--- config.mk ---
export PLATFORM = sky130hd
export DESIGN_NAME = sha1_message_digest_unit
export DESIGN_NICKNAME = d
export VERILOG_FILES = /design/src/hdl/sha1md_pkg.sv /design/src/hdl/sha1md_dp.sv /design/src/hdl/sha1md_ctrl.sv /design/src/hdl/sha1_message_digest_unit.sv
export SDC_FILE = /design/constraint.sdc
export NUM_CORES = 2
export LEC_CHECK = 0
export ABC_AREA = 1
export BUFFER_PORTS_ARGS = -buffer_cell sky130_fd_sc_hd__buf_2
export CORE_UTILIZATION = 59
export CTS_CLUSTER_DIAMETER = 80
export DETAILED_ROUTE_END_ITERATION = 10
export GPL_ROUTABILITY_DRIVEN = 1
export PLACE_DENSITY_LB_ADDON = 0.2
export SLEW_MARGIN = 10
export SYNTH_ARGS = -nofsm -noshare
export SYNTH_HDL_FRONTEND = slang
export SYNTH_HIERARCHICAL = 1
export SYNTH_SLANG_ARGS = --single-unit
--- constraint.sdc ---
create_clock -name aclk -period 25 [get_ports aclk]
set_input_delay 1.25 -clock aclk [delete_from_list [all_inputs] [get_ports aclk]]
set_output_delay 1.25 -clock aclk [all_outputs]
set_load 0.005 [all_outputs]
--- src/hdl/sha1md_pkg.sv ---
package sha1md_pkg;

    // initial chaining values
    localparam logic [31:0] H_INIT [5] = '{
        32'h67452301, 32'hEFCDAB89, 32'h98BADCFE, 32'h10325476, 32'hC3D2E1F0
    };

    // round constants, one per group of twenty rounds
    localparam logic [31:0] K_0 = 32'h5A827999;
    localparam logic [31:0] K_1 = 32'h6ED9EBA1;
    localparam logic [31:0] K_2 = 32'h8F1BBCDC;
    localparam logic [31:0] K_3 = 32'hCA62C1D6;

    localparam logic [7:0] PAD_BYTE   = 8'h80;
    localparam logic [6:0] ROUND_LAST = 7'd79;
    localparam logic [5:0] POS_FULL   = 6'd63;
    localparam logic [5:0] POS_LEN    = 6'd56;
    localparam logic [2:0] WORD_LAST  = 3'd4;

    // controller to datapath
    typedef struct packed {
        logic       load_byte;   // shift in a message byte, count it
        logic       shift_pad;   // shift in the 0x80 marker
        logic       shift_zero;  // shift in a zero fill byte
        logic       shift_len;   // shift in the 64-bit bit length
        logic       load_vars;   // copy chain into working variables
        logic       round;       // one compression round
        logic       fold;        // add working variables into chain
        logic       finish;      // back to initial chain, count cleared
        logic [2:0] word_sel;    // digest word on the output
    } sha1md_cmd_t;

    // datapath to controller
    typedef struct packed {
        logic pos_full;    // 63 bytes held, next one completes the block
        logic pos_len;     // 56 bytes held, room for the length
        logic round_last;  // round 79 in progress
    } sha1md_status_t;

endpackage

--- src/hdl/sha1md_dp.sv ---
module sha1md_dp
    import sha1md_pkg::*;
(
    input  logic           aclk,
    input  logic           aresetn,
    input  sha1md_cmd_t    cmd,
    input  logic [7:0]     data_byte,
    output sha1md_status_t status,
    output logic [31:0]    digest_word
);

    // block and schedule window, word 0 in the top bits
    logic [511:0] blk_reg, blk_next;
    logic [31:0]  vars_reg [5];
    logic [31:0]  chain_reg [5];
    logic [63:0]  count_reg;
    logic [5:0]   pos_reg;
    logic [6:0]   round_reg;

    logic [7:0]   shift_byte;
    logic [31:0]  w_0, w_2, w_8, w_13, w_mix, w_new;
    logic [31:0]  f_val, k_val, t_val;
    logic [63:0]  bit_len;

    assign w_0   = blk_reg[511:480];
    assign w_2   = blk_reg[447:416];
    assign w_8   = blk_reg[255:224];
    assign w_13  = blk_reg[95:64];
    assign w_mix = w_13 ^ w_8 ^ w_2 ^ w_0;
    assign w_new = {w_mix[30:0], w_mix[31]};

    assign bit_len = {count_reg[60:0], 3'b000};

    // byte entering the block
    always_comb begin
        if (cmd.load_byte) begin
            shift_byte = data_byte;
        end else if (cmd.shift_pad) begin
            shift_byte = PAD_BYTE;
        end else begin
            shift_byte = 8'h00;
        end
    end

    // block register: byte shift, length shift or schedule step
    always_comb begin
        blk_next = blk_reg;
        if (cmd.round) begin
            blk_next = {blk_reg[479:0], w_new};
        end else if (cmd.shift_len) begin
            blk_next = {blk_reg[447:0], bit_len};
        end else if (cmd.load_byte || cmd.shift_pad || cmd.shift_zero) begin
            blk_next = {blk_reg[503:0], shift_byte};
        end
    end

    // round function and constant
    always_comb begin
        if (round_reg < 7'd20) begin
            f_val = (vars_reg[1] & vars_reg[2]) | (~vars_reg[1] & vars_reg[3]);
            k_val = K_0;
        end else if (round_reg < 7'd40) begin
            f_val = vars_reg[1] ^ vars_reg[2] ^ vars_reg[3];
            k_val = K_1;
        end else if (round_reg < 7'd60) begin
            f_val = (vars_reg[1] & vars_reg[2]) | (vars_reg[1] & vars_reg[3])
                  | (vars_reg[2] & vars_reg[3]);
            k_val = K_2;
        end else begin
            f_val = vars_reg[1] ^ vars_reg[2] ^ vars_reg[3];
            k_val = K_3;
        end
    end

    assign t_val = {vars_reg[0][26:0], vars_reg[0][31:27]} + f_val + vars_reg[4]
                 + k_val + w_0;

    // payload registers
    always_ff @(posedge aclk) begin
        blk_reg <= blk_next;
        if (cmd.load_vars) begin
            for (int i = 0; i < 5; i++) begin
                vars_reg[i] <= chain_reg[i];
            end
        end else if (cmd.round) begin
            vars_reg[0] <= t_val;
            vars_reg[1] <= vars_reg[0];
            vars_reg[2] <= {vars_reg[1][1:0], vars_reg[1][31:2]};
            vars_reg[3] <= vars_reg[2];
            vars_reg[4] <= vars_reg[3];
        end
    end

    // chain, counters
    always_ff @(posedge aclk) begin
        if (!aresetn) begin
            for (int i = 0; i < 5; i++) begin
                chain_reg[i] <= H_INIT[i];
            end
            count_reg <= '0;
            pos_reg   <= '0;
            round_reg <= '0;
        end else begin
            if (cmd.finish) begin
                for (int i = 0; i < 5; i++) begin
                    chain_reg[i] <= H_INIT[i];
                end
            end else if (cmd.fold) begin
                for (int i = 0; i < 5; i++) begin
                    chain_reg[i] <= chain_reg[i] + vars_reg[i];
                end
            end

            if (cmd.finish) begin
                count_reg <= '0;
            end else if (cmd.load_byte) begin
                count_reg <= count_reg + 64'd1;
            end

            if (cmd.finish) begin
                pos_reg <= '0;
            end else if (cmd.shift_len) begin
                pos_reg <= pos_reg + 6'd8;
            end else if (cmd.load_byte || cmd.shift_pad || cmd.shift_zero) begin
                pos_reg <= pos_reg + 6'd1;
            end

            if (cmd.load_vars) begin
                round_reg <= '0;
            end else if (cmd.round) begin
                round_reg <= round_reg + 7'd1;
            end
        end
    end

    assign status.pos_full   = (pos_reg == POS_FULL);
    assign status.pos_len    = (pos_reg == POS_LEN);
    assign status.round_last = (round_reg == ROUND_LAST);

    // digest word select
    always_comb begin
        unique case (cmd.word_sel)
            3'd0:    digest_word = chain_reg[0];
            3'd1:    digest_word = chain_reg[1];
            3'd2:    digest_word = chain_reg[2];
            3'd3:    digest_word = chain_reg[3];
            default: digest_word = chain_reg[4];
        endcase
    end

endmodule

--- src/hdl/sha1md_ctrl.sv ---
module sha1md_ctrl
    import sha1md_pkg::*;
(
    input  logic           aclk,
    input  logic           aresetn,
    input  logic           s_valid,
    input  logic           s_byte_valid,
    input  logic           s_last,
    output logic           s_ready,
    input  logic           m_ready,
    output logic           m_valid,
    output logic           m_last,
    output logic [2:0]     word_idx,
    input  sha1md_status_t status,
    output sha1md_cmd_t    cmd
);

    typedef enum logic [2:0] {
        ST_IDLE,
        ST_ROUND,
        ST_FOLD,
        ST_PAD,
        ST_ZERO,
        ST_LEN,
        ST_OUT
    } state_t;

    state_t     state_reg, state_next;
    state_t     after_reg, after_next;
    logic [2:0] idx_reg, idx_next;

    // next state and datapath commands
    always_comb begin
        state_next = state_reg;
        after_next = after_reg;
        idx_next   = idx_reg;
        cmd        = '0;
        cmd.word_sel = idx_reg;
        unique case (state_reg)
            ST_IDLE: begin
                if (s_valid) begin
                    cmd.load_byte = s_byte_valid;
                    if (s_byte_valid && status.pos_full) begin
                        cmd.load_vars = 1'b1;
                        state_next    = ST_ROUND;
                        after_next    = s_last ? ST_PAD : ST_IDLE;
                    end else if (s_last) begin
                        state_next = ST_PAD;
                    end
                end
            end
            ST_ROUND: begin
                cmd.round = 1'b1;
                if (status.round_last) begin
                    state_next = ST_FOLD;
                end
            end
            ST_FOLD: begin
                cmd.fold   = 1'b1;
                state_next = after_reg;
            end
            ST_PAD: begin
                cmd.shift_pad = 1'b1;
                state_next    = ST_ZERO;
                if (status.pos_full) begin
                    cmd.load_vars = 1'b1;
                    state_next    = ST_ROUND;
                    after_next    = ST_ZERO;
                end
            end
            ST_ZERO: begin
                if (status.pos_len) begin
                    state_next = ST_LEN;
                end else begin
                    cmd.shift_zero = 1'b1;
                    if (status.pos_full) begin
                        cmd.load_vars = 1'b1;
                        state_next    = ST_ROUND;
                        after_next    = ST_ZERO;
                    end
                end
            end
            ST_LEN: begin
                cmd.shift_len = 1'b1;
                cmd.load_vars = 1'b1;
                state_next    = ST_ROUND;
                after_next    = ST_OUT;
                idx_next      = '0;
            end
            ST_OUT: begin
                if (m_ready) begin
                    if (idx_reg == WORD_LAST) begin
                        cmd.finish = 1'b1;
                        state_next = ST_IDLE;
                    end else begin
                        idx_next = idx_reg + 3'd1;
                    end
                end
            end
            default: begin
                state_next = ST_IDLE;
            end
        endcase
    end

    // state and registered outputs
    always_ff @(posedge aclk) begin
        if (!aresetn) begin
            state_reg <= ST_IDLE;
            after_reg <= ST_IDLE;
            idx_reg   <= '0;
        end else begin
            state_reg <= state_next;
            after_reg <= after_next;
            idx_reg   <= idx_next;
        end
    end

    assign s_ready  = (state_reg == ST_IDLE);
    assign m_valid  = (state_reg == ST_OUT);
    assign m_last   = (state_reg == ST_OUT) && (idx_reg == WORD_LAST);
    assign word_idx = idx_reg;

endmodule

--- src/hdl/sha1_message_digest_unit.sv ---
// channel  | dir | tdata                              | tuser      | tlast
// ---------+-----+------------------------------------+------------+------------
// s_       | in  | [7:0] data_byte                    | byte_valid | end message
// m_       | out | [31:0] digest_word, [34:32] index  | -          | fifth word
//
// message bytes are taken while s_tready is high; every 64th byte starts a compression
// of 80 rounds plus a fold step, done by the single round unit.
// the end of a message takes padding, a length step, one or two compressions
// and five output beats.
// reset is synchronous on aresetn low and loads the initial chain.
// s_tready is low during compression, padding and digest output; a low m_tready
// holds the current digest word.
module sha1_message_digest_unit
    import sha1md_pkg::*;
(
    input  logic        aclk,
    input  logic        aresetn,
    input  logic        s_tvalid,
    output logic        s_tready,
    input  logic [7:0]  s_tdata,   // [7:0] data_byte
    input  logic        s_tuser,   // [0] byte_valid
    input  logic        s_tlast,
    output logic        m_tvalid,
    input  logic        m_tready,
    output logic [39:0] m_tdata,   // [31:0] digest_word, [34:32] word_index
    output logic        m_tlast
);

    sha1md_cmd_t    cmd;
    sha1md_status_t status;
    logic [2:0]     word_idx;
    logic [31:0]    digest_word;

    // sequencer
    sha1md_ctrl u_ctrl (
        .aclk         (aclk),
        .aresetn      (aresetn),
        .s_valid      (s_tvalid),
        .s_byte_valid (s_tuser),
        .s_last       (s_tlast),
        .s_ready      (s_tready),
        .m_ready      (m_tready),
        .m_valid      (m_tvalid),
        .m_last       (m_tlast),
        .word_idx     (word_idx),
        .status       (status),
        .cmd          (cmd)
    );

    // block, schedule, rounds and chain
    sha1md_dp u_dp (
        .aclk        (aclk),
        .aresetn     (aresetn),
        .cmd         (cmd),
        .data_byte   (s_tdata),
        .status      (status),
        .digest_word (digest_word)
    );

    assign m_tdata = {5'b00000, word_idx, digest_word};

endmodule

== Word level (Yosys, flattened, before mapping) ==
Memory sizes are Yosys's and may differ from the RTL's.
Index checks and enable logic that the tools add are counted.

* RAM bits: 320
* Register bits: 598
* Output and inout port bits: 43
* Word-level logic and storage cells: 169
* Memories: 2
* Input bits: 14

* Add/subtract/negate cells: 14
* Reduce and logical (&&, ||, !) cells: 15
* Multiplexer cells: 77
* Bitwise operators: 29
* $lt $le $gt $ge: 3
* Equal/unequal tests: 22

{| class="wikitable"
|+ Memory list
! memory !! depth !! width !! read ports !! clocked after memory_dff !! wr ports !! line !! source
|-
| u_dp.chain_reg || 5 || 32 || 5 || 0 || 5 || sha1md_dp.sv:15 || <nowiki>logic [31:0] chain_reg [5];</nowiki>
|-
| u_dp.vars_reg || 5 || 32 || 5 || 0 || 5 || sha1md_dp.sv:14 || <nowiki>logic [31:0] vars_reg [5];</nowiki>
|}

{| class="wikitable"
|+ Operators by type and width
! cell !! number
|-
| $mux 512 || 3
|-
| $mux 32 || 20
|-
| $add 32x32->32 || 9
|-
| $xor 32x32->32 || 5
|-
| $and 32x32->32 || 4
|-
| $pmux 32 s4 || 1
|-
| $or 32x32->32 || 3
|-
| $add 64x1->64 const B || 1
|-
| $mux 3 || 15
|-
| $not 32->32 || 1
|-
| $mux 31 || 1
|-
| $mux 1 || 28
|-
| $pmux 3 s7 || 1
|-
| $mux 8 || 2
|-
| $or 1x1->1 || 15
|-
| $lt 7x6->1 const B || 2
|-
| $eq 3x2->1 const B || 4
|-
| $eq 3x3->1 const B || 4
|-
| $eq 6x6->1 const B || 2
|-
| $mux 6 || 2
|-
| $pmux 3 s4 || 1
|-
| $ne 2x2->1 const B || 4
|-
| $add 7x1->7 const B || 1
|-
| $eq 7x7->1 const B || 1
|-
| other kinds (22) || 30
|}

== Depth between registers and ports, before layout ==
An unclocked memory read counts as a cell.

* Word-level depth: 12
* Depth in mapped cells: 28
* Depth with buffers taken out: 27

== Hierarchy ==
Netlist, hierarchy kept.

{| class="wikitable"
|+ By module, submodules not included
! module !! cells an instance !! area each (µm²) !! instances !! seq. area each (µm²)
|-
| sha1md_dp || 7,279 || 59,301.9 || 1 || 26,465.4
|-
| sha1md_ctrl || 117 || 716.9 || 1 || 180.2
|-
| sha1_message_digest_unit || 6 || 41.3 || 1 || 0.0
|}

== Least setup slack after synthesis ==
Ideal clock, no wire load.

* Path type: input -> register
* Start: input s_tuser
* End: register u_dp.blk_reg[0], enable pin
* Stages: 9
* Data required time: 21.342 ns
* Path buffers: 1
* Arrival time: 10.156 ns
* Path slack: 11.186 ns
* Cells stage by stage: nand2_1 > nor2_1 > buf_4 > nor2_1 > inv_1 > nor2_1 > inv_1 > nor2_1 > nand2_1

{| class="wikitable"
|+ RTL lines
! what !! line !! source
|-
| start: declaration || sha1_message_digest_unit.sv:21 || <nowiki>input logic s_tuser,</nowiki>
|-
| end signal: assignment || sha1md_dp.sv:80 || <nowiki>blk_reg <= blk_next;</nowiki>
|-
| end: declaration || sha1md_dp.sv:13 || <nowiki>logic [511:0] blk_reg, blk_next;</nowiki>
|}

==> results.toml <==
[layout]
nets = 7651
largest_reg_flops = 512
drive_gt1_frac = 0.0449
final_common_cell = "nand2_1"
final_cell_mix = "nand2_1 (1435), a21oi_1 (1310), inv_1 (921)"
area_growth_pct = 7.57

[yosys]
synthArstFlopShare = 0
synth_cell_type_count = 54
yosysWarnings = 6
synth_ff_type = "edfxtp_1"
yosysSeqAreaShare = 0.444
ys_ff_latch = 915
syn_area_per_cell_sq_um = 8.11
synth_area_sq_um = 60100
syn-instance-count = 7402
synth_edf_count = 832

[setup_path]
cp_max_fo = 37
start_kind = "flip-flop"
endpoint_kind = "flip-flop"
cp.depth = 23
worstPathCellList = "nand2_1 -> nor2_1 -> nor2_1 -> nand2_2 -> nand2_1 -> buf_4 -> o22ai_1 -> a21oi_1 -> fa_1 -> fa_1 -> inv_1 -> fa_1 -> inv_1 -> ha_1 -> nand2_1 -> nor2_1 -> nor2_1 -> nor2_1 -> nor2_1 -> nand2_1 -> or2_2 -> nand3_1 -> o21ai_0"
slowest_stage = "nand2_2"
r2r_start = "u_dp/round_reg[3]"
crit_type = "reg2reg"
critical-path-max-stage-delay_ns = 0.68
critical-path-top-delay-family = "simple AND/OR/NAND/NOR gates"
r2r_end = "u_dp/vars_reg[0][14]"
cp-endpoint = "u_dp/vars_reg[0][14]"
critPathArrivalTime_ns = 6.89
ff2ff_path_depth = 23
cp_common_cell = "nor2_1"
required_ns = 25.44
path_buf_inv = 3
startpoint = "u_dp/round_reg[3]"
reg2reg_slack_ns = 18.56

[routing]
vias_per_cell = 6.13
avgRoutedWirePerCell_um = 23.8
drtAntennaViolNets = 0
drc = 0
first_iter_violations = 6351
first_pass_iters = 6
wirelength_mm = 208
vias = 53521

[timing]
relSlewSlack = 0.157
maxSlewViolCount = 0
clock.fmax_mhz = 155
setup_violations = 0
tightest_slew_ns = 1.26
period_share = 0.258
tns_ns = 0
hold_viol = 0
fin_crit_ns = 6.44
rsz0062_at_grt = "no"
skew_ns = 0.0385

[floorplanning]
start_util = 0.598
ios = 57
die_y_um = 321
rows = 116
dieArea_sq_um = 103000
coreArea_sq_um = 100000
die_w_um = 321

[clock_network]
cts.sinks = 915
root_buffer = "clkbuf_16"
cts_buffer_depth = 3
ctsHoldBuffers = 0
cts_buffers = 102
clkTransAtPathRegs_ns = 0.06
htree_levels = 3
cts-resized-gates = 0
post_cts_buffers = 0
clkLatencyLatePin_ns = 0.73
cts_tree = "yes"

[placed_design]
hpwl_mm = 154
io_buffers = 51
gp_congestion = 1.07

[grt]
grt_first_pass_wirelength_mm = 306
track_usage = 0.396
grt_overflow_total = 0
antenna_found_initial = 2
grt_max_degree = 252
grt_pass1_vias = 50082

[run_status]
status = "completed"

[hold_path]
min_from = "u_dp/pos_reg[2]"
hold_class = "reg2reg"

[job]
drv_cap = 0
cells in the mapped netlist, drive strengths merged, types with 91 or more instances:
cell type / instances / area share
nor2: 659 / 0.042
o21ai: 571 / 0.048
edfxtp: 832 / 0.42
a21oi: 1311 / 0.11
nand3: 280 / 0.024
nand2: 1445 / 0.091
nor3: 91 / 0.0077
fa: 125 / 0.042
ha: 227 / 0.047
buf: 94 / 0.0080
inv: 934 / 0.058
clkbuf: 224 / 0.014
worst min path at each step:
stage	slack (ns)	depth (start not counted)	end
final	0.45	1	u_dp/pos_reg[2]
after global placement	0.43	1	u_dp/pos_reg[2]
after global routing	0.47	1	u_dp/pos_reg[2]
after CTS	0.45	1	u_dp/pos_reg[2]
after floorplan	0.41	1	u_dp/pos_reg[2]
after detailed placement	0.44	1	u_dp/pos_reg[2]
kinds of logic after synthesis:
kind of cell / count (synthesis) / synth area share
flops: 915 / 0.444
buf+inv: 1254 / 0.0805
compound gates: 2106 / 0.185
fa+ha+maj: 352 / 0.0890
simple gates: 2642 / 0.183
xor+xnor: 132 / 0.0192
other cells: 1 / 0.0000624
per-stage QoR:
step           std cells  area [sq um]  hold slack (ns)   util  setup WS [ns]
4_1_cts             8728         64600            0.447  0.643          18.61
3_3_place_gp        8538         61100            0.425  0.609          18.74
3_5_place_dp        8538         61100            0.438  0.609          18.61
6_report            8730         64600            0.448  0.643          18.56
2_1_floorplan       7406         60100            0.412      -          11.19
5_1_grt             8728         64600            0.465  0.643          18.10
layout make-up:
cell class	instances	area, sq um
fill	8765	35800
sequential	915	26600
antenna	2	5.00
clock buffer	128	2750
tap	1357	1700
timing repair buffer	93	608
clock inverter	62	716
inverter	936	3550
multi-input combinational	5237	28600
layer usage:
metal  share of wire  global-route usage  vias to the layer above
li1                -                   -                    24890
met1            0.39               0.525                    25389
met2            0.44               0.606                     2665
met3           0.087              0.0595                      577
met4           0.077               0.264                        0
met5               0                   0                        -
worst register-to-register path: stages, from the launching register on:
cell	delay, ns
dfxtp_1	0.34
nand2_1	0.13
nor2_1	0.07
nor2_1	0.53
nand2_2	0.69
nand2_1	0.43
buf_4	0.41
o22ai_1	0.14
a21oi_1	0.19
fa_1	0.49
fa_1	0.51
inv_1	0.06
fa_1	0.52
inv_1	0.05
ha_1	0.38
nand2_1	0.23
nor2_1	0.08
nor2_1	0.16
nor2_1	0.08
nor2_1	0.09
nand2_1	0.15
or2_2	0.31
nand3_1	0.06
o21ai_0	0.08
Power is left out: the tool's default activity adds up to more than one toggle a clock period on the data nets, which glitch-free logic cannot reach.
